**config.mk**
```make
export PLATFORM = sky130hd
export DESIGN_NAME = three_axis_stepper_sequencer_top_flat
export DESIGN_NICKNAME = d
export VERILOG_FILES = /design/src/rtl/core/sts_pkg.sv /design/src/rtl/core/sts_in_if.sv /design/src/rtl/core/sts_out_if.sv /design/src/rtl/core/sts_axis.sv /design/src/rtl/core/sts_skid.sv /design/src/rtl/core/sts_core.sv /design/src/rtl/core/three_axis_stepper_sequencer_top.sv /design/src/flat_wrapper.sv
export SDC_FILE = /design/constraint.sdc
export NUM_CORES = 1
export LEC_CHECK = 0
export ABC_AREA = 1
export BUFFER_PORTS_ARGS = -buffer_cell sky130_fd_sc_hd__buf_2
export CAP_MARGIN = 0
export CORE_MARGIN = 10
export CORE_UTILIZATION = 55
export CTS_CLUSTER_DIAMETER = 120
export DETAILED_ROUTE_END_ITERATION = 6
export PLACE_DENSITY = 0.73
export SLEW_MARGIN = 0
export SYNTH_ARGS = -nofsm -noshare
export SYNTH_HDL_FRONTEND = slang
export SYNTH_SLANG_ARGS = --single-unit
```
**constraint.sdc**
```tcl
create_clock -name clk -period 7.8 [get_ports clk]
set_input_delay 1.17 -clock clk [delete_from_list [all_inputs] [get_ports clk]]
set_output_delay 1.17 -clock clk [all_outputs]
set_load 0.02 [all_outputs]
```
**src/rtl/core/sts_pkg.sv**
```systemverilog
`timescale 1ns / 1ps
// ----------------------------------------------------------------------------
// sts_pkg : shared types and constants for the three-axis stepper sequencer
// Widths, command and register codes, coil patterns and the structs that
// travel between the core, the axis steppers and the output buffer.
// ----------------------------------------------------------------------------
package sts_pkg;

  localparam int COORD_W    = 16;  // internal coordinate width, 8..32
  localparam int POS_W      = 16;
  localparam int GOAL_W     = 16;
  localparam int LIMIT_W    = 15;
  localparam int INTERVAL_W = 16;
  localparam int TICK_W     = 17;
  localparam int PHASE_W    = 3;
  localparam int MODE_W     = 2;
  localparam int BTN_W      = 3;
  localparam int CFG_IDX_W  = 2;
  localparam int CFG_DATA_W = 16;
  localparam int NUM_AXES   = 3;

  localparam logic [LIMIT_W-1:0]    LIMIT_RESET    = LIMIT_W'(1000);
  localparam logic [INTERVAL_W-1:0] INTERVAL_RESET = INTERVAL_W'(2);
  localparam logic [TICK_W-1:0]     TICK_MAX       = '1;

  typedef enum logic [MODE_W-1:0] {
    MODE_SET_GOAL  = 2'd0,
    MODE_CALIBRATE = 2'd1,
    MODE_TICK      = 2'd2
  } sts_mode_t;

  localparam logic [CFG_IDX_W-1:0] CFG_TRAVEL_MAX_X  = 2'd0;
  localparam logic [CFG_IDX_W-1:0] CFG_TRAVEL_MAX_Y  = 2'd1;
  localparam logic [CFG_IDX_W-1:0] CFG_TRAVEL_MAX_Z  = 2'd2;
  localparam logic [CFG_IDX_W-1:0] CFG_STEP_INTERVAL = 2'd3;

  localparam logic [PHASE_W-1:0] PHASE_0    = 3'd0;
  localparam logic [PHASE_W-1:0] PHASE_1    = 3'd1;
  localparam logic [PHASE_W-1:0] PHASE_2    = 3'd2;
  localparam logic [PHASE_W-1:0] PHASE_3    = 3'd3;
  localparam logic [PHASE_W-1:0] PHASE_IDLE = 3'd4;

  localparam logic [3:0] COIL_0   = 4'h9;
  localparam logic [3:0] COIL_1   = 4'h5;
  localparam logic [3:0] COIL_2   = 4'h6;
  localparam logic [3:0] COIL_3   = 4'ha;
  localparam logic [3:0] COIL_OFF = 4'h0;

  typedef struct packed {
    logic [MODE_W-1:0]        mode;
    logic signed [GOAL_W-1:0] goal_x;
    logic signed [GOAL_W-1:0] goal_y;
    logic signed [GOAL_W-1:0] goal_z;
    logic [BTN_W-1:0]         limit_buttons;
  } sts_item_t;

  typedef struct packed {
    logic signed [COORD_W-1:0] coord;
    logic signed [COORD_W-1:0] goal;
    logic [PHASE_W-1:0]        phase;
    logic                      homing;
  } sts_axis_t;

  typedef struct packed {
    logic [7:0]              xy_pattern;
    logic [3:0]              z_pattern;
    logic                    xy_send;
    logic                    z_send;
    logic signed [POS_W-1:0] pos_x;
    logic signed [POS_W-1:0] pos_y;
    logic signed [POS_W-1:0] pos_z;
    logic                    at_goal;
    logic                    homed;
    logic [NUM_AXES-1:0]     motion_leds;
    logic [NUM_AXES-1:0]     limit_leds;
    logic                    stepped;
  } sts_result_t;

  function automatic logic [3:0] coil_pat(input logic [PHASE_W-1:0] ph);
    case (ph)
      PHASE_0: coil_pat = COIL_0;
      PHASE_1: coil_pat = COIL_1;
      PHASE_2: coil_pat = COIL_2;
      PHASE_3: coil_pat = COIL_3;
      default: coil_pat = COIL_OFF;
    endcase
  endfunction

  // z runs the sequence backwards
  function automatic logic [3:0] coil_pat_z(input logic [PHASE_W-1:0] ph);
    case (ph)
      PHASE_0: coil_pat_z = COIL_3;
      PHASE_1: coil_pat_z = COIL_2;
      PHASE_2: coil_pat_z = COIL_1;
      PHASE_3: coil_pat_z = COIL_0;
      default: coil_pat_z = COIL_OFF;
    endcase
  endfunction

  function automatic logic signed [COORD_W-1:0] wrap_goal(
    input logic signed [GOAL_W-1:0] g
  );
    logic signed [31:0] w;
    w = 32'(g);
    wrap_goal = w[COORD_W-1:0];
  endfunction

  function automatic logic signed [COORD_W-1:0] wrap_limit(
    input logic [LIMIT_W-1:0] lim
  );
    logic [31:0] w;
    w = 32'(lim);
    wrap_limit = w[COORD_W-1:0];
  endfunction

  function automatic logic signed [POS_W-1:0] to_pos(
    input logic signed [COORD_W-1:0] c
  );
    logic signed [31:0] w;
    w = 32'(c);
    to_pos = w[POS_W-1:0];
  endfunction

endpackage

```
**src/rtl/core/sts_in_if.sv**
```systemverilog
`timescale 1ns / 1ps
// ----------------------------------------------------------------------------
// sts_in_if : command channel
// Valid/ready channel carrying one command or tick per transaction.
// ----------------------------------------------------------------------------
interface sts_in_if import sts_pkg::*; ();
  logic                     valid;
  logic                     ready;
  logic [MODE_W-1:0]        mode;
  logic signed [GOAL_W-1:0] goal_x;
  logic signed [GOAL_W-1:0] goal_y;
  logic signed [GOAL_W-1:0] goal_z;
  logic [BTN_W-1:0]         limit_buttons;

  modport source (output valid, mode, goal_x, goal_y, goal_z, limit_buttons,
                  input ready);
  modport sink (input valid, mode, goal_x, goal_y, goal_z, limit_buttons,
                output ready);
endinterface

```
**src/rtl/core/sts_out_if.sv**
```systemverilog
`timescale 1ns / 1ps
// ----------------------------------------------------------------------------
// sts_out_if : status channel
// Valid/ready channel carrying one status report per transaction.
// ----------------------------------------------------------------------------
interface sts_out_if import sts_pkg::*; ();
  logic                    valid;
  logic                    ready;
  logic [7:0]              xy_pattern;
  logic [3:0]              z_pattern;
  logic                    xy_send;
  logic                    z_send;
  logic signed [POS_W-1:0] pos_x;
  logic signed [POS_W-1:0] pos_y;
  logic signed [POS_W-1:0] pos_z;
  logic                    at_goal;
  logic                    homed;
  logic [NUM_AXES-1:0]     motion_leds;
  logic [NUM_AXES-1:0]     limit_leds;
  logic                    stepped;

  modport source (output valid, xy_pattern, z_pattern, xy_send, z_send, pos_x, pos_y,
                  pos_z, at_goal, homed, motion_leds, limit_leds, stepped,
                  input ready);
  modport sink (input valid, xy_pattern, z_pattern, xy_send, z_send, pos_x, pos_y,
                pos_z, at_goal, homed, motion_leds, limit_leds, stepped,
                output ready);
endinterface

```
**src/rtl/core/sts_axis.sv**
```systemverilog
`timescale 1ns / 1ps
// ----------------------------------------------------------------------------
// sts_axis : one-axis step decision
// Moves one axis a phase toward its goal, honoring soft limit and switch.
// ----------------------------------------------------------------------------
module sts_axis import sts_pkg::*; (
  input  sts_axis_t          cur,
  input  logic               hard,
  input  logic [LIMIT_W-1:0] travel_max,
  output sts_axis_t          nxt
);

  logic signed [32:0]  coord_ext;
  logic signed [32:0]  limit_ext;
  logic                dir_up;
  logic                dir_dn;
  logic [PHASE_W-1:0]  phase_sum;

  assign coord_ext = 33'(cur.coord);
  assign limit_ext = $signed(33'(travel_max));
  assign dir_up    = cur.goal > cur.coord;
  assign dir_dn    = cur.goal < cur.coord;
  assign phase_sum = cur.phase + (dir_up ? PHASE_1 : PHASE_3);

  always_comb begin
    nxt = cur;
    if (hard && dir_dn) begin
      // switch hit on the way down: this is home
      nxt.homing = 1'b0;
      nxt.coord  = '0;
      nxt.goal   = '0;
      nxt.phase  = PHASE_IDLE;
    end else if (coord_ext >= limit_ext && dir_up) begin
      nxt.phase = PHASE_IDLE;
    end else if (dir_up || dir_dn) begin
      if (!cur.homing) begin
        nxt.coord = dir_up ? cur.coord + COORD_W'(1) : cur.coord - COORD_W'(1);
      end
      nxt.phase = {1'b0, phase_sum[1:0]};
    end else begin
      nxt.phase = PHASE_IDLE;
    end
  end

endmodule

```
**src/rtl/core/sts_skid.sv**
```systemverilog
`timescale 1ns / 1ps
// ----------------------------------------------------------------------------
// sts_skid : status output buffer
// Output register plus one skid entry; room depends on registers only.
// ----------------------------------------------------------------------------
module sts_skid import sts_pkg::*; (
  input  logic        clk,
  input  logic        rst_n,
  input  logic        push,
  input  sts_result_t push_data,
  output logic        room,
  output logic        out_valid,
  input  logic        out_ready,
  output sts_result_t out_data
);

  logic        out_valid_r, out_valid_nxt;
  logic        skid_valid_r, skid_valid_nxt;
  sts_result_t out_data_r, out_data_nxt;
  sts_result_t skid_data_r, skid_data_nxt;
  logic        pop;

  assign pop       = out_valid_r && out_ready;
  assign room      = !skid_valid_r;
  assign out_valid = out_valid_r;
  assign out_data  = out_data_r;

  always_comb begin
    out_valid_nxt  = out_valid_r;
    skid_valid_nxt = skid_valid_r;
    out_data_nxt   = out_data_r;
    skid_data_nxt  = skid_data_r;
    if (push) begin
      // push only happens with the skid entry empty
      if (!out_valid_r || pop) begin
        out_valid_nxt = 1'b1;
        out_data_nxt  = push_data;
      end else begin
        skid_valid_nxt = 1'b1;
        skid_data_nxt  = push_data;
      end
    end else if (pop) begin
      out_valid_nxt  = skid_valid_r;
      out_data_nxt   = skid_data_r;
      skid_valid_nxt = 1'b0;
    end
  end

  always_ff @(posedge clk) begin
    if (!rst_n) begin
      out_valid_r  <= 1'b0;
      skid_valid_r <= 1'b0;
    end else begin
      out_valid_r  <= out_valid_nxt;
      skid_valid_r <= skid_valid_nxt;
    end
    out_data_r  <= out_data_nxt;
    skid_data_r <= skid_data_nxt;
  end

  a_skid_behind_out: assert property (@(posedge clk) disable iff (!rst_n)
    skid_valid_r |-> out_valid_r)
    else $error("skid entry held while output register empty");

  a_push_needs_room: assert property (@(posedge clk) disable iff (!rst_n)
    push |-> !skid_valid_r)
    else $error("push into full output buffer");

endmodule

```
**src/rtl/core/sts_core.sv**
```systemverilog
`timescale 1ns / 1ps
// ----------------------------------------------------------------------------
// sts_core : sequencer state and command execution
// Input register, config registers, axis state and the status build.
// ----------------------------------------------------------------------------
module sts_core import sts_pkg::*; (
  input  logic                  clk,
  input  logic                  rst_n,
  input  logic                  cfg_we,
  input  logic [CFG_IDX_W-1:0]  cfg_index,
  input  logic [CFG_DATA_W-1:0] cfg_data,
  input  logic                  in_valid,
  output logic                  in_ready,
  input  sts_item_t             in_item,
  input  logic                  res_room,
  output logic                  res_push,
  output sts_result_t           res_data
);

  logic [LIMIT_W-1:0]    travel_max_r [NUM_AXES];
  logic [INTERVAL_W-1:0] step_interval_r;

  sts_item_t             item_r;
  logic                  item_valid_r, item_valid_nxt;
  sts_axis_t             axis_r [NUM_AXES];
  sts_axis_t             axis_nxt [NUM_AXES];
  sts_axis_t             step_res [NUM_AXES];
  logic [TICK_W-1:0]     elapsed_r, elapsed_nxt;
  logic [7:0]            last_xy_r, last_xy_nxt;
  logic [3:0]            last_z_r, last_z_nxt;
  logic [NUM_AXES-1:0]   limit_flags_r, limit_flags_nxt;

  logic                  accept;
  logic                  adv;
  logic [NUM_AXES-1:0]   hard;
  logic [TICK_W-1:0]     tick_inc;
  logic                  fire;
  logic signed [GOAL_W-1:0] goal_in [NUM_AXES];
  logic [7:0]            xy_new;
  logic [3:0]            z_new;
  logic                  xy_send;
  logic                  z_send;
  logic                  stepped;

  assign accept   = in_valid && in_ready;
  assign adv      = item_valid_r && res_room;
  assign in_ready = !item_valid_r || res_room;
  assign res_push = adv;

  // x is wired to button bit 1, y to bit 0
  assign hard[0] = !item_r.limit_buttons[1];
  assign hard[1] = !item_r.limit_buttons[0];
  assign hard[2] = !item_r.limit_buttons[2];

  assign goal_in[0] = item_r.goal_x;
  assign goal_in[1] = item_r.goal_y;
  assign goal_in[2] = item_r.goal_z;

  assign tick_inc = (elapsed_r == TICK_MAX) ? elapsed_r : elapsed_r + TICK_W'(1);
  assign fire     = tick_inc > TICK_W'(step_interval_r);

  for (genvar a = 0; a < NUM_AXES; a++) begin : g_axis
    sts_axis u_axis (
      .cur        (axis_r[a]),
      .hard       (hard[a]),
      .travel_max (travel_max_r[a]),
      .nxt        (step_res[a])
    );
  end

  assign xy_new = {coil_pat(step_res[1].phase), coil_pat(step_res[0].phase)};
  assign z_new  = coil_pat_z(step_res[2].phase);

  always_comb begin
    axis_nxt        = axis_r;
    elapsed_nxt     = elapsed_r;
    last_xy_nxt     = last_xy_r;
    last_z_nxt      = last_z_r;
    limit_flags_nxt = limit_flags_r;
    xy_send         = 1'b0;
    z_send          = 1'b0;
    stepped         = 1'b0;
    case (item_r.mode)
      MODE_SET_GOAL: begin
        for (int a = 0; a < NUM_AXES; a++) begin
          if ($signed({goal_in[a][GOAL_W-1], goal_in[a]}) >
              $signed({2'b00, travel_max_r[a]})) begin
            axis_nxt[a].goal = wrap_goal({1'b0, travel_max_r[a]});
          end else begin
            axis_nxt[a].goal = wrap_goal(goal_in[a]);
          end
        end
      end
      MODE_CALIBRATE: begin
        for (int a = 0; a < NUM_AXES; a++) begin
          axis_nxt[a].goal   = '0;
          axis_nxt[a].homing = 1'b1;
          axis_nxt[a].coord  = wrap_limit(travel_max_r[a]);
        end
      end
      MODE_TICK: begin
        elapsed_nxt = tick_inc;
        if (fire) begin
          limit_flags_nxt = hard;
          axis_nxt        = step_res;
          xy_send         = xy_new != last_xy_r;
          z_send          = z_new != last_z_r;
          last_xy_nxt     = xy_new;
          last_z_nxt      = z_new;
          elapsed_nxt     = '0;
          stepped         = 1'b1;
        end
      end
      default: begin
      end
    endcase
  end

  always_comb begin
    res_data.xy_pattern = last_xy_nxt;
    res_data.z_pattern  = last_z_nxt;
    res_data.xy_send    = xy_send;
    res_data.z_send     = z_send;
    res_data.pos_x      = to_pos(axis_nxt[0].coord);
    res_data.pos_y      = to_pos(axis_nxt[1].coord);
    res_data.pos_z      = to_pos(axis_nxt[2].coord);
    res_data.at_goal    = (axis_nxt[0].coord == axis_nxt[0].goal) &&
                          (axis_nxt[1].coord == axis_nxt[1].goal) &&
                          (axis_nxt[2].coord == axis_nxt[2].goal);
    res_data.homed      = !axis_nxt[0].homing && !axis_nxt[1].homing &&
                          !axis_nxt[2].homing;
    res_data.motion_leds = {axis_nxt[2].phase != PHASE_IDLE,
                            axis_nxt[1].phase != PHASE_IDLE,
                            axis_nxt[0].phase != PHASE_IDLE};
    res_data.limit_leds = limit_flags_nxt;
    res_data.stepped    = stepped;
  end

  assign item_valid_nxt = accept || (item_valid_r && !adv);

  always_ff @(posedge clk) begin
    if (!rst_n) begin
      item_valid_r    <= 1'b0;
      travel_max_r[0] <= LIMIT_RESET;
      travel_max_r[1] <= LIMIT_RESET;
      travel_max_r[2] <= LIMIT_RESET;
      step_interval_r <= INTERVAL_RESET;
      for (int a = 0; a < NUM_AXES; a++) begin
        axis_r[a] <= '0;
      end
      elapsed_r     <= '0;
      last_xy_r     <= '0;
      last_z_r      <= '0;
      limit_flags_r <= '0;
    end else begin
      item_valid_r <= item_valid_nxt;
      if (cfg_we) begin
        case (cfg_index)
          CFG_TRAVEL_MAX_X:  travel_max_r[0] <= cfg_data[LIMIT_W-1:0];
          CFG_TRAVEL_MAX_Y:  travel_max_r[1] <= cfg_data[LIMIT_W-1:0];
          CFG_TRAVEL_MAX_Z:  travel_max_r[2] <= cfg_data[LIMIT_W-1:0];
          CFG_STEP_INTERVAL: step_interval_r <= cfg_data[INTERVAL_W-1:0];
          default: begin
          end
        endcase
      end
      if (adv) begin
        axis_r        <= axis_nxt;
        elapsed_r     <= elapsed_nxt;
        last_xy_r     <= last_xy_nxt;
        last_z_r      <= last_z_nxt;
        limit_flags_r <= limit_flags_nxt;
      end
    end
    if (accept) begin
      item_r <= in_item;
    end
  end

  a_fire_clears_ticks: assert property (@(posedge clk) disable iff (!rst_n)
    adv && item_r.mode == MODE_TICK && fire |=> elapsed_r == '0)
    else $error("tick counter not cleared after update");

  a_calibrate_homes: assert property (@(posedge clk) disable iff (!rst_n)
    adv && item_r.mode == MODE_CALIBRATE |=>
      axis_r[0].homing && axis_r[1].homing && axis_r[2].homing)
    else $error("calibrate did not start homing on every axis");

endmodule

```
**src/rtl/core/three_axis_stepper_sequencer_top.sv**
```systemverilog
`timescale 1ns / 1ps
// ----------------------------------------------------------------------------
// three_axis_stepper_sequencer_top : three-axis full-step stepper sequencer
// Executes set-goal, calibrate and tick transactions; each gives one status.
// ----------------------------------------------------------------------------
// Path: an accepted command is held in the input register, and its status
//   transaction is then offered from the output register.
// Throughput: one command per cycle while out_ch.ready is high; the output
//   register and skid entry keep in_ch.ready free of paths from out_ch.ready.
// Reset (rst_n, synchronous): channels empty, coordinates, goals, phases,
//   homing, tick count and last patterns zero; soft limits 1000, interval 2.
// ----------------------------------------------------------------------------
module three_axis_stepper_sequencer_top import sts_pkg::*; (
  input  logic                  clk,
  input  logic                  rst_n,
  input  logic                  cfg_we,
  input  logic [CFG_IDX_W-1:0]  cfg_index,
  input  logic [CFG_DATA_W-1:0] cfg_data,
  sts_in_if.sink                in_ch,
  sts_out_if.source             out_ch
);

  sts_item_t   in_item;
  sts_result_t res_data;
  sts_result_t out_data;
  logic        res_push;
  logic        res_room;
  logic        in_ready;
  logic        out_valid;

  // Command payload is packed into one struct for the input register.
  assign in_item.mode          = in_ch.mode;
  assign in_item.goal_x        = in_ch.goal_x;
  assign in_item.goal_y        = in_ch.goal_y;
  assign in_item.goal_z        = in_ch.goal_z;
  assign in_item.limit_buttons = in_ch.limit_buttons;
  assign in_ch.ready           = in_ready;

  // Core: config registers, input register, axis state and status build.
  // State commits on the cycle the registered command moves to the output.
  sts_core u_core (
    .clk       (clk),
    .rst_n     (rst_n),
    .cfg_we    (cfg_we),
    .cfg_index (cfg_index),
    .cfg_data  (cfg_data),
    .in_valid  (in_ch.valid),
    .in_ready  (in_ready),
    .in_item   (in_item),
    .res_room  (res_room),
    .res_push  (res_push),
    .res_data  (res_data)
  );

  // Output register with skid entry; room is the skid entry being empty.
  sts_skid u_skid (
    .clk       (clk),
    .rst_n     (rst_n),
    .push      (res_push),
    .push_data (res_data),
    .room      (res_room),
    .out_valid (out_valid),
    .out_ready (out_ch.ready),
    .out_data  (out_data)
  );

  assign out_ch.valid       = out_valid;
  assign out_ch.xy_pattern  = out_data.xy_pattern;
  assign out_ch.z_pattern   = out_data.z_pattern;
  assign out_ch.xy_send     = out_data.xy_send;
  assign out_ch.z_send      = out_data.z_send;
  assign out_ch.pos_x       = out_data.pos_x;
  assign out_ch.pos_y       = out_data.pos_y;
  assign out_ch.pos_z       = out_data.pos_z;
  assign out_ch.at_goal     = out_data.at_goal;
  assign out_ch.homed       = out_data.homed;
  assign out_ch.motion_leds = out_data.motion_leds;
  assign out_ch.limit_leds  = out_data.limit_leds;
  assign out_ch.stepped     = out_data.stepped;

endmodule
```
**src/flat_wrapper.sv**
```systemverilog
// flat-port wrapper written by rule: the top's interface ports become plain ports
module three_axis_stepper_sequencer_top_flat import sts_pkg::*;
  (clk, rst_n, cfg_we, cfg_index, cfg_data, in_ch_valid, in_ch_mode, in_ch_goal_x, in_ch_goal_y, in_ch_goal_z, in_ch_limit_buttons, in_ch_ready, out_ch_valid, out_ch_xy_pattern, out_ch_z_pattern, out_ch_xy_send, out_ch_z_send, out_ch_pos_x, out_ch_pos_y, out_ch_pos_z, out_ch_at_goal, out_ch_homed, out_ch_motion_leds, out_ch_limit_leds, out_ch_stepped, out_ch_ready);
  sts_in_if in_ch_i ();
  sts_out_if out_ch_i ();
  input  logic clk;
  input  logic rst_n;
  input  logic cfg_we;
  input  logic [CFG_IDX_W-1:0] cfg_index;
  input  logic [CFG_DATA_W-1:0] cfg_data;
  input wire logic [$bits(in_ch_i.valid)-1:0] in_ch_valid;
  input wire logic [$bits(in_ch_i.mode)-1:0] in_ch_mode;
  input wire logic [$bits(in_ch_i.goal_x)-1:0] in_ch_goal_x;
  input wire logic [$bits(in_ch_i.goal_y)-1:0] in_ch_goal_y;
  input wire logic [$bits(in_ch_i.goal_z)-1:0] in_ch_goal_z;
  input wire logic [$bits(in_ch_i.limit_buttons)-1:0] in_ch_limit_buttons;
  output wire logic [$bits(in_ch_i.ready)-1:0] in_ch_ready;
  output wire logic [$bits(out_ch_i.valid)-1:0] out_ch_valid;
  output wire logic [$bits(out_ch_i.xy_pattern)-1:0] out_ch_xy_pattern;
  output wire logic [$bits(out_ch_i.z_pattern)-1:0] out_ch_z_pattern;
  output wire logic [$bits(out_ch_i.xy_send)-1:0] out_ch_xy_send;
  output wire logic [$bits(out_ch_i.z_send)-1:0] out_ch_z_send;
  output wire logic [$bits(out_ch_i.pos_x)-1:0] out_ch_pos_x;
  output wire logic [$bits(out_ch_i.pos_y)-1:0] out_ch_pos_y;
  output wire logic [$bits(out_ch_i.pos_z)-1:0] out_ch_pos_z;
  output wire logic [$bits(out_ch_i.at_goal)-1:0] out_ch_at_goal;
  output wire logic [$bits(out_ch_i.homed)-1:0] out_ch_homed;
  output wire logic [$bits(out_ch_i.motion_leds)-1:0] out_ch_motion_leds;
  output wire logic [$bits(out_ch_i.limit_leds)-1:0] out_ch_limit_leds;
  output wire logic [$bits(out_ch_i.stepped)-1:0] out_ch_stepped;
  input wire logic [$bits(out_ch_i.ready)-1:0] out_ch_ready;
  assign in_ch_i.valid = in_ch_valid;
  assign in_ch_i.mode = in_ch_mode;
  assign in_ch_i.goal_x = in_ch_goal_x;
  assign in_ch_i.goal_y = in_ch_goal_y;
  assign in_ch_i.goal_z = in_ch_goal_z;
  assign in_ch_i.limit_buttons = in_ch_limit_buttons;
  assign in_ch_ready = in_ch_i.ready;
  assign out_ch_valid = out_ch_i.valid;
  assign out_ch_xy_pattern = out_ch_i.xy_pattern;
  assign out_ch_z_pattern = out_ch_i.z_pattern;
  assign out_ch_xy_send = out_ch_i.xy_send;
  assign out_ch_z_send = out_ch_i.z_send;
  assign out_ch_pos_x = out_ch_i.pos_x;
  assign out_ch_pos_y = out_ch_i.pos_y;
  assign out_ch_pos_z = out_ch_i.pos_z;
  assign out_ch_at_goal = out_ch_i.at_goal;
  assign out_ch_homed = out_ch_i.homed;
  assign out_ch_motion_leds = out_ch_i.motion_leds;
  assign out_ch_limit_leds = out_ch_i.limit_leds;
  assign out_ch_stepped = out_ch_i.stepped;
  assign out_ch_i.ready = out_ch_ready;
  three_axis_stepper_sequencer_top u_core (.clk(clk), .rst_n(rst_n), .cfg_we(cfg_we), .cfg_index(cfg_index), .cfg_data(cfg_data), .in_ch(in_ch_i), .out_ch(out_ch_i));
endmodule
```
# Word level (Yosys, flattened, before mapping)
# Memories as Yosys holds them, arrays and structs flattened.
# Cells that the tools add are included.
# W data, S select, Z words.
op_classes:
  mux: 89
  addsub: 10
  n_bitwise: 4
  reduce_logical: 41
  order_cmp: 13
  eq_ne: 25
op_table:
  columns: ["op", "n"]
  rows:
  - ["$mux W16", 21]
  - ["$mux W71", 3]
  - ["$pmux W16 S3", 3]
  - ["$mux W108", 1]
  - ["$gt A16 B16 Y1", 6]
  - ["$pmux W17 S2", 2]
  - ["$add A16 B2 Y16 const B", 3]
  - ["$eq A16 B16 Y1", 3]
  - ["$ge A16 B16 Y1", 3]
  - ["$lt A16 B16 Y1", 3]
  - ["$pmux W4 S4", 3]
  - ["$sub A16 B2 Y16 const B", 3]
  - ["$mux W15", 3]
  - ["$mux W3", 14]
  - ["$mux W17", 2]
  - ["$pmux W16 S2", 1]
  - ["$mux W1", 28]
  - ["$eq A3 B2 Y1 const B", 6]
  - ["$add A17 B1 Y17 const B", 1]
  - ["$eq A17 B17 Y1 const B", 1]
  - ["$gt A17 B16 Y1", 1]
  - ["$mux W8", 2]
  - ["$logic_and A1 B1 Y1", 14]
  - ["$logic_not A1 Y1", 10]
  - ["other kinds (18)", 45]
totals:
  inputBits: 76
  output_inout_bits: 73
  mem_bits_rw: 45
  ff_bits: 354
  word_cells: 232
  mem_count: 1
mem_list:
  columns: ["name", "words", "width", "read_ports", "rd_ports_with_merged_regs", "wr", "line_no", "source"]
  rows:
  - ["u_core.u_core.travel_max_r", 3, 15, 3, 0, 3, "sts_core.sv:20", "logic [LIMIT_W-1:0] travel_max_r [NUM_AXES];"]

# Logic depth before layout (Yosys ltp)
# Gate-level depths: netlist of the first run.
logic_depth:
  word_depth: 13
  depth_mapped: 38
  ltp_nobuf: 38

# Cells and area by module
# Synthesis of the first run repeated with hierarchy kept, for this count alone.
hier_totals:
  hier_cells: 4082
  hier_area_um2: 28857.7
modules_own_cells:
  columns: ["module", "area_each_um2", "cells_per_inst", "seq_area_each_um2", "instances"]
  rows:
  - ["sts_core", 17036.3, 2541, 6085.8, 1]
  - ["sts_skid", 5282.6, 386, 4304.1, 1]
  - ["sts_axis at u_core.u_core.g_axis[0].u_axis ...", 2187.1, 385, 0.0, 2]
  - ["sts_axis at u_core.u_core.g_axis[1].u_axis", 2164.6, 385, 0.0, 1]

# Worst setup path after synthesis of the first run
# No wires, ideal clock.
synth_timing:
  path_type: "flip-flop to flip-flop"
  startpoint: "register u_core.u_skid.skid_valid_r"
  endpoint: "register u_core.u_skid.out_data_r, in the netlist u_core.u_skid.out_data[0], enable pin"
  setup_slack_ps: 1304
  path_buffers: 2
  setup_time_ps: 598
  stages_incl_launch_ff: 6
  synth_period_minus_slack_ps: 6496
  t_arrival_ps: 5898
  required_ps: 7202
  path_cell_list: "dfxtp_1 > inv_1 > nand2_1 > clkbuf_1 > clkbuf_1 > o21ai_0"
synth_between:
  elab_chain_len: 4
  elab_cells_between_ends: 5
  classes_between: "eq/ne: 1; reduce/logical: 4"
synth_rtl:
  columns: ["element", "line_no", "source"]
  rows:
  - ["from (decl)", "sts_skid.sv:18", "logic skid_valid_r, skid_valid_nxt;"]
  - ["from (signal assigned)", "sts_skid.sv:55", "skid_valid_r <= skid_valid_nxt;"]
  - ["$logic_not A1 Y1 *", "sts_skid.sv:24", "assign room = !skid_valid_r;"]
  - ["$logic_and A1 B1 Y1 *", "sts_core.sv:46", "assign adv = item_valid_r && res_room;"]
  - ["$ne A2 B2 Y1 (no line) / $reduce_bool A2 Y1 (equally long branches)", null, null]
  - ["$reduce_and A2 Y1 (no line) *", null, null]
  - ["to (signal assigned)", "sts_skid.sv:57", "out_data_r <= out_data_nxt;"]
  - ["to (decl)", "sts_skid.sv:19", "sts_result_t out_data_r, out_data_nxt;"]
# Every way passes the cells marked *; elsewhere a longest branch is shown, timed or not.
# A chain may end at the register's enable or synchronous reset.

==> results.md, run 1 <==
- Hold Crit Start: u_core.u_core.axis_r[75]
- Final Hold Vio Count: 0
- Flops & latches, synth: 399
- Vias in the first global route: roughly 21k
- Top FF cell, synth: edfxtp_1
- WHS: 0.466 ns
- Synth-to-Final Area Change: 11.1%
- Synth Area per Inst: 7.59 um^2
- DR WL/cell: 19.0 um
- WHS Path Cells: 2
- Min-Delay Endpoint: u_core.u_core.axis_r[75]
- Gr usage total: 0.277
- Kind of start point of the critical path: flip-flop
- Rows: 77
- Sequential share of the synthesized area: 0.418
- Global-route wire length before repair: 118000 um
- Worst reg2reg startpoint: u_core.u_core.elapsed_r[0]
- Fin crit share: 0.773
- Lkg Pwr: about 14 nW
- RD Place Congestion: 0.971
- Chip width: approximately 230 um
- Power per cell area: 228 nW/um^2
- Post-cts sizing count: 0
- RSZ-0062 raised after global routing: no
- Final Routed Wirelength: ~76000 um
- DRT Pass-1 Iters: 6
- DP HPWL: around 56000 um
- Fmax: 166 MHz
- Layout cells sized above 1: 0.0829
- Antenna violations before repair: 0
- Total CTS buffers: 45
- Max FO, Critical Path: 39
- Req. time, crit path: 8.15 ns
- Nets: 3661
- Clock tree sinks: between 300 and 400
- CTS root buf: clkbuf_16
- Synth Net Count: between 3k and 4k
- Async SR Flop Fraction: 0
- Final Core Density: 0.621
- Via count: 22.4k
- Clk_lat worst skew: 0.60 ns
- Slew @ Worst Pin: between 1 and 1.5 ns
- Setup TNS Final: 0 ns
- Detail Route Antenna Nets: 0
- Setup Buffers After CTS: 0
- Worst Setup Path Type: reg2reg
- Residual DRC: 0
- Critical Path AT: 6.38 ns
- Sum of buffers and inverters on the critical path: 4
- Synth cell types: approximately 50
- GRT overflow: 0
- Die area: ~54000 um^2
- Final Slew Violations: 0
- Flop2flop setup slack: 1.77 ns
- Chip Height: between 200 and 250 um
- Most used cell, CP: nand2_1
- TritonCTS clock tree: done
- Clock transition at path regs: 0.06 ns
- Hold Crit Class: reg2reg
- Number of max-cap violations: 0
- I/O pin cnt: 149
- Largest net degree at the start of global routing: 86
- Cells on worst reg2reg path: 28
- CP Capture Type: flip-flop
- Power Total: 6.28 mW
- Worst VDD drop: 0.182 mV
- Vias per cell: 5.60
- CP top delay family: simple AND/OR/NAND/NOR gates
- Final Skew: 0.0209 ns
- Post-Syn Area: 24800 um^2
- Mapped Cells: 3271
- R2R Path End: u_core.u_skid.out_data[6]
- Initial Util: 0.559
- Post-synth EDFFs: 240
- Fin crit period: 6.03 ns
- Status: finished, final reports clean
- Core ar.: 44400 um^2
- Max Root-Sink Buffers: 3
- H-tree depth: 2
- N_diodes: 0
- Cts hold-fix bufs: 0
- Initial DRC Count: around 2.3k
- Slew headroom: 0.177
- Crit-path max cell delay: roughly 0.70 ns
- CP max-delay cell: inv_1
- Yosys Warn Count: 0
- Count of input and output buffers: 148
- Final setup fails: 0
-- worst reg2reg max path, delay by kind of cell (launching register included) --
family | cells | cell delay (ns)
xor gates and xnor gates | 1 | 0.15
buffers and inverters | 4 | 0.92
DFF | 1 | 0.34
AOI/OAI and AO/OA | 2 | 0.61
and+or+nand+nor | 19 | 3.28
adders and majority gates | 2 | 0.53
-- where the power goes --
part           switching (mW)  internal (mW)  leakage [nW]  total, mW
clock                   0.922           1.32         0.748       2.24
sequential             0.0898           2.36          3.58       2.45
combinational            1.09          0.503          9.57       1.60
-- Yosys cell counts, drive strengths merged, types with 5 or more instances --
master,count,area (um^2)
a21boi,7,52.6
ha,206,2580
a21oi,301,1510
nand3b,5,37.5
dfxtp,159,3180
inv,489,1840
xnor2,35,307
nand3,192,986
nand4,18,128
xor2,28,245
clkbuf,73,274
or2,12,75.1
a21o,13,97.6
edfxtp,240,7210
nor2,184,737
o21a,7,52.6
a31oi,10,62.6
buf,30,173
o21bai,7,52.6
nor3,22,115
o211ai,51,383
nand2,1020,3850
o21ai,141,706
-- state kept, by name, summed over array words and instances (netlist names), 5 cells and up --
signal and flops:
u_core.u_core.axis_r 108, u_core.u_core.elapsed_r 17, u_core.u_core.goal_in 48, u_core.u_core.item_r 5, u_core.u_core.last_xy_r 8, u_core.u_core.step_interval_r 16, u_core.u_core.travel_max_r 45, u_core.u_skid.out_data 71
u_core.u_skid.skid_data_r 71
-- cell type report --
| type | instances | area [um^2] |
|---|---|---|
| Multi-Input combinational cell | 2277 | 12200 |
| Sequential cell | 399 | 10400 |
| Inverter | 492 | 1850 |
| Clock inverter | 27 | 335 |
| Fill cell | 3954 | 16800 |
| Timing Repair Buffer | 161 | 838 |
| Tap cell | 592 | 741 |
| Clock buffer | 57 | 1220 |
-- how the worst max path moves through the flow --
stage          depth (start not counted)  slack (ns)                  startpoint                        end
6_report                              28        1.77  u_core.u_core.elapsed_r[0]  u_core.u_skid.out_data[6]
5_1_grt                               28        1.00  u_core.u_core.elapsed_r[0]  u_core.u_skid.out_data[6]
4_1_cts                               28        1.79  u_core.u_core.elapsed_r[0]  u_core.u_skid.out_data[6]
3_5_place_dp                          28        1.80  u_core.u_core.elapsed_r[0]  u_core.u_skid.out_data[6]
3_3_place_gp                          28        2.02  u_core.u_core.elapsed_r[0]  u_core.u_skid.out_data[6]
2_1_floorplan                          5        1.30  u_core.u_skid.skid_valid_r  u_core.u_skid.out_data[0]
-- metal layers --
layer | up-vias | wire length (um) | track usage
met4 | 0 | 2570 | 0.103
met3 | 149 | 6170 | 0.0408
met5 | - | 0 | 0
met2 | 954 | 34200 | 0.441
met1 | 10400 | 33100 | 0.376
li1 | 10900 | - | -
-- layout by cell type (no fill, tap or decap), types with 6 or more instances in the layout --
cell type     n
inv_1       481
o21ai_1       6
clkinv_2      7
a21boi_0      7
edfxtp_1    240
a21oi_1     300
nor3_1       21
inv_2         7
nand2_1    1013
o211ai_1     51
or2_2        12
nand4_1      17
xnor2_1      35
bufinv_16     6
nand3_1     187
dfxtp_1     159
o21bai_1      7
o21ai_0     134
clkbuf_1      7
a21o_1       13
buf_4        13
clkbuf_16    45
buf_2       148
ha_1        206
nor2_1      175
xor2_1       28
o21a_1        7
a31oi_1      10
-- through the flow --
step / std cells / area [um^2] / setup WS (ns)
after global placement: 3921 / 26000 / 2.02
after detailed placement: 3921 / 26000 / 1.80
after global routing: 4005 / 27600 / 1.00
after floorplan: 3271 / 24800 / 1.30
final: 4005 / 27600 / 1.77
after CTS: 4005 / 27600 / 1.79
-- cells by family (layout without fill, tap and decap cells) --
logic type,Yosys count,count (layout),synth area share
simple gates,1458,1458,0.240
flops,399,399,0.418
fa+ha+maj,209,209,0.106
xor+xnor,63,63,0.0222
mux,1,1,0.000403
compound gates,546,546,0.120
buf+inv,595,737,0.0924
Power figures use the tool's default switching activity.
==> run 2: changes to the inputs <==
--- a/config.mk
+++ b/config.mk
@@ -5,7 +5,7 @@
 export SDC_FILE = /design/constraint.sdc
 export NUM_CORES = 1
 export LEC_CHECK = 0
-export ABC_AREA = 1
+export ABC_AREA = 0
 export BUFFER_PORTS_ARGS = -buffer_cell sky130_fd_sc_hd__buf_2
 export CAP_MARGIN = 0
 export CORE_MARGIN = 10
==> constraint.sdc (replaced) <==
create_clock -name clk -period 6.26 [get_ports clk]
set_input_delay 0.939 -clock clk [delete_from_list [all_inputs] [get_ports clk]]
set_output_delay 0.939 -clock clk [all_outputs]
set_load 0.02 [all_outputs]
==> results.md, run 2 <==
- Status: finished, final reports clean (unchanged)
- Clk_lat worst skew: 0.59 ns (was 0.60 ns)
- Max Root-Sink Buffers: 3 (unchanged)
- Post-synth EDFFs: 240 (unchanged)
- Synth-to-Final Area Change: 15.5% (was 11.1%)
- Count of input and output buffers: 148 (unchanged)
- CP Capture Type: flip-flop (unchanged)
- Fin crit period: 6.05 ns (was 6.03 ns)
- Flop2flop setup slack: 0.21 ns (was 1.77 ns)
- Largest reg by FF count: u_core.u_core.axis_r (unchanged)
- Power per cell area: 288 nW/um^2 (was 228 nW/um^2)
- Number of max-cap violations: 0 (unchanged)
- Detail Route Antenna Nets: 0 (unchanged)
- Power Total: 7.87 mW (was 6.28 mW)
- Worst Setup Path Type: reg2reg (unchanged)
- Post-Synth XOR/XNOR Area: 0.0344 (was 0.0222)
- Die area: 51700 um^2 (was 54100 um^2)
- H-tree depth: 2 (unchanged)
- DRT Pass-1 Iters: 5 (was 6)
- Hold Crit Class: reg2reg (unchanged)
- Fillers: 3518 (was 3954)
- List of most frequent post-synthesis cells: 258 x nand2_1, 240 x edfxtp_1, 233 x nor2_1 (was 1014 x nand2_1, 481 x inv_1, 301 x a21oi_1)
- Lkg Pwr: 11.7 nW (was 13.9 nW)
- R2R Path End: u_core.u_skid.out_data[8] (was u_core.u_skid.out_data[6])
- DP HPWL: 61700 um (was 55900 um)
- Worst VDD drop: 0.245 mV (was 0.182 mV)
- Synth Area per Inst: 9.44 um^2 (was 7.59 um^2)
- Largest family of logic cells by synthesized area: compound AO/OA/AOI/OAI gates (was simple AND/OR/NAND/NOR gates)
- Clock transition at path regs: 0.07 ns (was 0.06 ns)
- Compound-gate portion of the synthesized area: 0.188 (was 0.120)
- Vias in the first global route: 19.5k (was 21.3k)
- Layout cells sized above 1: 0.156 (was 0.0829)
- Final Slew Violations: 0 (unchanged)
- Sequential share of the synthesized area: 0.439 (was 0.418)
- Final Core Density: 0.647 (was 0.621)
- Fin crit share: 0.966 (was 0.773)
- Fmax: 165 MHz (was 166 MHz)
- WHS: 0.468 ns (was 0.466 ns)
- Area leader, netlist: edfxtp_1 (unchanged)
- Clock tree sinks: 399 (unchanged)
- Cts hold-fix bufs: 0 (unchanged)
- WHS Path Cells: 2 (unchanged)
- Hold Crit Start: u_core.u_core.step_interval_r[9] (was u_core.u_core.axis_r[75])
- Setup TNS Final: 0 ns (unchanged)
- Chip width: 227 um (was 232 um)
- Placed Area: 25500 um^2 (was 26000 um^2)
- Worst reg2reg startpoint: u_core.u_core.axis_r[25] (was u_core.u_core.elapsed_r[0])
- Rows: 75 (was 77)
- Core ar.: 42200 um^2 (was 44400 um^2)
- Mapped Cells: 2505 (was 3271)
- Async SR Flop Fraction: 0 (unchanged)
- DR WL/cell: 24.5 um (was 19.0 um)
- Yosys Warn Count: 0 (unchanged)
- Synth Net Count: 2790 (was 3556)
- Min-Delay Endpoint: u_core.u_core.step_interval_r[9] (was u_core.u_core.axis_r[75])
- CTS root buf: clkbuf_16 (unchanged)
- I/O pin cnt: 149 (unchanged)
- Max FO, Critical Path: 8 (was 39)
- Residual DRC: 0 (unchanged)
- Ranking of synthesized cells by area: edfxtp_1 30%, dfxtp_1 13%, ha_1 11% (was edfxtp_1 29%, nand2_1 15%, dfxtp_1 13%)
- Initial Util: 0.560 (was 0.559)
- RD Place Congestion: 1.05 (was 0.971)
- Nets: 2996 (was 3661)
- Post-Syn Area: 23600 um^2 (was 24800 um^2)
- Final setup fails: 0 (unchanged)
- Slew headroom: 0.276 (was 0.177)
- Mux contribution to synthesized area: 0.0170 (was 0.000403)
- Layout Cells excl Fill: 3287 (was 4005)
- Total CTS buffers: 44 (was 45)
- Post-Synth Simple-Gate Area: 0.166 (was 0.240)
- Largest net degree at the start of global routing: 97 (was 86)
- Vias per cell: 6.23 (was 5.60)
- Final Routed Wirelength: 80400 um (was 76100 um)
- Cell area after layout: 27300 um^2 (was 27600 um^2)
- Kind of start point of the critical path: flip-flop (unchanged)
- Req. time, crit path: 6.60 ns (was 8.15 ns)
- Slew @ Worst Pin: 1.09 ns (was 1.23 ns)
- GRT overflow: 0 (unchanged)
- Final Skew: 0.0325 ns (was 0.0209 ns)
- Final Hold Vio Count: 0 (unchanged)
- Flops & latches, synth: 399 (unchanged)
- Setup WS pre-CTS: -0.0914 ns (was 1.80 ns)
- Initial DRC Count: 2405 (was 2252)
- Cells after DPL: 3195 (was 3921)
- Chip Height: 227 um (was 232 um)
- Top FF cell, synth: edfxtp_1 (unchanged)
- Global-route wire length before repair: 119000 um (was 118000 um)
- Most common cell in the netlist: nand2_1 (unchanged)
- Via count: 20.5k (was 22.4k)
- Cells on worst reg2reg path: 22 (was 28)
- Synth cell types: 102 (was 49)
- Max reg flops: 108 (unchanged)
- Critical Path AT: 6.39 ns (was 6.38 ns)
- Synth top area share: 0.305 (was 0.290)
- Gr usage total: 0.305 (was 0.277)
- TritonCTS clock tree: done (unchanged)
- Commonest non-fill, non-tap cells in the layout: 256 x nand2_1, 240 x edfxtp_1, 230 x nor2_1 (was 1013 x nand2_1, 481 x inv_1, 300 x a21oi_1)
- Commonest non-fill, non-tap cell in the layout: nand2_1 (unchanged)
- Final worst slack: 0.214 ns (was 1.77 ns)
- Post-Synth Adder-Cell Area: 0.112 (was 0.106)
- Antenna violations before repair: 1 (was 0)
==> run 2: cell types whose count changed after synthesis, moves of 27 or more <==
cell and delta:
o211ai_1 -39, and2_1 +40, inv_1 -302, nand2_1 -756, a21boi_0 +31, a22oi_1 +29, and3_1 +31, nor2_1 +56
a21oi_1 -96, mux2i_1 +29, nand3_1 -133, nor2b_1 +56, a21o_1 +27
==> run 2: what timing repair did <==
action / CTS / global route
gates resized for setup: 5 / 53
setup endpoints to repair: 1 / 2
gates cloned: 0 / 0
buffers inserted: 1 / 8
pin swaps: 0 / 10
==> run 2: logic make-up after synthesis <==
kind of cell	Yosys count
compound gates	669
xor+xnor	93
fa+ha+maj	209
buf+inv	277
flops	399
mux	39
simple gates	819
==> run 2: area by class of cell <==
type | count | area (um^2) | share of cell area
antenna | 1 | 2.50 | 0.0000917
clock buffer | 56 | 1190 | 0.0435
clock inverter | 26 | 277 | 0.0101
inverter | 179 | 672 | 0.0246
multi-input combinational | 1829 | 12500 | 0.458
sequential | 399 | 10400 | 0.381
tap | 539 | 674 | 0.0247
timing repair buffer | 258 | 1590 | 0.0581
==> run 2: worst max path at each step <==
stage,end,depth (start not counted),start
floorplan,u_core.u_skid.out_data[8],26,u_core.u_core.elapsed_r[13]
global placement,u_core.u_skid.out_data[8],27,u_core.u_core.elapsed_r[0]
detailed placement,u_core.u_skid.out_data[8],27,u_core.u_core.elapsed_r[0]
CTS,u_core.u_skid.out_data[8],27,u_core.u_core.elapsed_r[0]
global route,u_core.u_skid.out_data[8],24,u_core.u_core.axis_r[71]
finish,u_core.u_skid.out_data[8],22,u_core.u_core.axis_r[25]
==> run 2: power by group <==
group	leakage [nW]	total (mW)	switching, mW	internal (mW)
combinational	7.44	2.15	1.38	0.776
clock	0.709	2.68	1.12	1.56
sequential	3.58	3.04	0.112	2.93
total	11.7	7.87	2.61	5.27
==> run 2: per-layer routing <==
layer  track usage  vias up  wire (um)
met4         0.108        0       2770
met5             0        -          0
li1              -     9469          -
met2         0.430     1080      32600
met3        0.0879      144       9730
met1         0.437     9801      35300
==> run 2: critical path, stage by stage, from the launching register on <==
cell      delay (ns)
dfxtp_1         0.52
inv_1           0.08
ha_1            0.27
and3_1          0.19
a221oi_1        0.37
nor3_1          0.14
o31a_1          0.35
nor3_2          0.28
inv_1           0.23
ha_1            0.41
a21o_1          0.18
a21oi_1         0.17
a21boi_1        0.15
a211oi_1        0.37
o21ai_0         0.21
a31oi_1         0.26
xnor2_1         0.11
or4_1           0.46
o21ai_1         0.23
xnor2_1         0.21
nor3_1          0.09
and4_1          0.22
mux2_1          0.29
==> run 3: changes to the inputs <==
==> constraint.sdc (replaced) <==
create_clock -name clk -period 6.26 [get_ports clk]
set_input_delay 0.313 -clock clk [delete_from_list [all_inputs] [get_ports clk]]
set_output_delay 0.313 -clock clk [all_outputs]
set_load 0.02 [all_outputs]
==> results.md, run 3 (synthesis results as in run 2) <==
- Setup crit end: u_core.u_skid.out_data[8] (unchanged)
- Chip width: 227 um (unchanged)
- Total CTS buffers: 44 (unchanged)
- Final Skew: 0.0298 ns (was 0.0325 ns)
- Max FO, Critical Path: 8 (unchanged)
- Clock transition at path regs: 0.07 ns (about the same)
- Final Routed Wirelength: 82100 um (was 80400 um)
- Residual DRC: 0 (unchanged)
- H-tree depth: 2 (unchanged)
- Flop2flop setup slack: 0.22 ns (was 0.21 ns)
- Req. time, crit path: 6.60 ns (about the same)
- CTS root buf: clkbuf_16 (unchanged)
- Clk_lat worst skew: 0.59 ns (about the same)
- Sum of buffers and inverters on the critical path: 2 (unchanged)
- Commonest non-fill, non-tap cell in the layout: nand2_1 (unchanged)
- CP Launch Point: u_core.u_core.axis_r[25] (unchanged)
- Max reg flops: 108 (unchanged)
- Worst VDD drop: 0.272 mV (was 0.245 mV)
- Largest reg by FF count: u_core.u_core.axis_r (unchanged)
- Via count: 20.9k (was 20.5k)
- Status: finished, final reports clean (unchanged)
- Crit-path cells: inv_1, ha_1, and3_1, a221oi_1, nor3_1, o31a_1, nor3_2, inv_1, ha_1, a21o_1, a21oi_1, a21boi_1, a211oi_1, o21ai_0, a31oi_1, xnor2_1, or4_1, o21ai_1, xnor2_1, nor3_1, and4_1, mux2_1 (unchanged)
- Gr usage total: 0.311 (was 0.305)
- CP max-delay cell: dfxtp_1 (unchanged)
- Chip Height: 227 um (unchanged)
- Slew headroom: 0.266 (was 0.276)
- DR WL/cell: 24.5 um (about the same)
- Kind of start point of the critical path: flip-flop (unchanged)
- Cell count along the critical path: 22 (unchanged)
- Power per cell area: 283 nW/um^2 (was 288 nW/um^2)
- Nets: 3063 (was 2996)
- CP top delay family: compound AO/OA/AOI/OAI gates (unchanged)
- Global-route wire length before repair: 121000 um (was 119000 um)
- Fin crit share: 0.964 (was 0.966)
- Setup TNS Final: 0 ns (unchanged)
- Hold Crit Class: in2reg (was reg2reg)
- Clock tree sinks: 399 (unchanged)
- DRT Pass-1 Iters: 6 (was 5)
- Count of input and output buffers: 148 (unchanged)
- Cells on worst reg2reg path: 22 (unchanged)
- Rows: 75 (unchanged)
- Final Slew Violations: 0 (unchanged)
- Fmax: 166 MHz (was 165 MHz)
- Critical Path AT: 6.38 ns (was 6.39 ns)
- GRT overflow: 0 (unchanged)
- R2R Path End: u_core.u_skid.out_data[8] (unchanged)
- Layout cells sized above 1: 0.152 (was 0.156)
- Largest net degree at the start of global routing: 97 (unchanged)
- Number of max-cap violations: 0 (unchanged)
- Worst reg2reg startpoint: u_core.u_core.axis_r[25] (unchanged)
- Final setup fails: 0 (unchanged)
- Slew @ Worst Pin: 1.10 ns (was 1.09 ns)
- Worst Setup Path Type: reg2reg (unchanged)
- Fillers: 3433 (was 3518)
- Final Core Density: 0.662 (was 0.647)
- Antenna violations before repair: 1 (unchanged)
- Initial Util: 0.560 (unchanged)
- Core ar.: 42200 um^2 (unchanged)
- Commonest non-fill, non-tap cells in the layout: 256 x nand2_1, 240 x edfxtp_1, 230 x nor2_1 (unchanged)
- Max Root-Sink Buffers: 3 (unchanged)
- Crit-path max cell delay: 0.52 ns (about the same)
- TritonCTS clock tree: done (unchanged)
- Detail Route Antenna Nets: 0 (unchanged)
- Fin crit period: 6.04 ns (was 6.05 ns)
- Final Hold Vio Count: 0 (unchanged)
- I/O pin cnt: 149 (unchanged)
- Die area: 51700 um^2 (unchanged)
- Synth-to-Final Area Change: 18.3% (was 15.5%)
- Initial DRC Count: 2525 (was 2405)
- Lkg Pwr: 12.0 nW (was 11.7 nW)
- Vias in the first global route: 19.9k (was 19.5k)
- RD Place Congestion: 1.05 (unchanged)
- CP Capture Type: flip-flop (unchanged)
- DP HPWL: 61700 um (unchanged)
- Vias per cell: 6.22 (was 6.23)
## run 3: changes by cell type in the layout (fill, tap and decap cells not counted)
| cell | delta |
|---|---|
| a211oi_1 | -1 |
| a211oi_2 | +1 |
| a21oi_2 | -1 |
| dlygate4sd3_1 | +67 |
| a21oi_1 | +1 |
## run 3: worst min path at each step
stage / startpoint / end / slack, ns / depth (start not counted)
finish: cfg_data[9] / u_core.u_core.step_interval_r[9] / 0.03 / 3
global route: cfg_data[12] / u_core.u_core.step_interval_r[12] / 0.02 / 3
CTS: cfg_data[9] / u_core.u_core.step_interval_r[9] / 0.001 / 3
detailed placement: u_core.u_core.step_interval_r[4] / u_core.u_core.step_interval_r[4] / 0.46 / 2
global placement: u_core.u_core.axis_r[3] / u_core.u_core.axis_r[3] / 0.45 / 2
floorplan: in_ch_goal_z[0] / u_core.u_core.goal_in[0] / 0.41 / 0
## run 3: layout make-up
cell class | count | area (um^2) | share of cell area
well taps | 539 | 674 | 0.0241
clock buffers | 56 | 1190 | 0.0425
diodes | 1 | 2.50 | 0.0000895
multi-input cells | 1829 | 12500 | 0.447
repair buffers | 325 | 2260 | 0.0806
flip-flops and latches | 399 | 10400 | 0.372
clock inverters | 26 | 277 | 0.00988
inverters | 179 | 672 | 0.0240
## run 3: where the power goes
part | switching, mW | internal [mW] | leakage [nW]
registers | 0.112 | 2.93 | 3.58
logic | 1.39 | 0.804 | 7.72
clock network | 1.13 | 1.56 | 0.709
## run 3: per-layer routing
metal  part of all wire  wire (um)  global-route usage  vias to the layer above
met1               0.44      36000               0.440                     9979
met4              0.034       2790               0.111                        0
met3               0.12       9600              0.0885                      155
li1                   -          -                   -                     9619
met2               0.41      33700               0.445                     1119
met5                  0          0                   0                        -
## run 3: tightest hold or removal path, cell delays in order
cell      delay (ns)
buf_2           0.11
nand2_1         0.06
a21boi_0        0.07
## run 3: repair_timing
| action | CTS | global route |
|---|---|---|
| buffers inserted | 1 | 8 |
| gates cloned | 0 | 0 |
| resized for setup | 5 | 53 |
| endpoints found under the hold margin | 67 | 0 |
| endpoints found under the setup margin | 1 | 2 |
| pin swaps | 0 | 10 |
| hold buffers | 67 | 0 |
## run 3: through the flow
| stage | hold slack [ns] | area [um^2] | power, mW | std cells | worst slack [ns] |
|---|---|---|---|---|---|
| 4_1_cts | 0.00115 | 27600 | 7.82 | 3345 | 0.00500 |
| 3_5_place_dp | 0.462 | 25500 | 5.11 | 3195 | -0.0914 |
| 2_1_floorplan | 0.412 | 23600 | 4.41 | 2505 | 0.684 |
| 5_1_grt | 0.0237 | 28000 | 8.22 | 3353 | -0.0266 |
| 6_report | 0.0266 | 28000 | 7.93 | 3354 | 0.223 |
| 3_3_place_gp | 0.451 | 25500 | 5.07 | 3195 | -0.0301 |
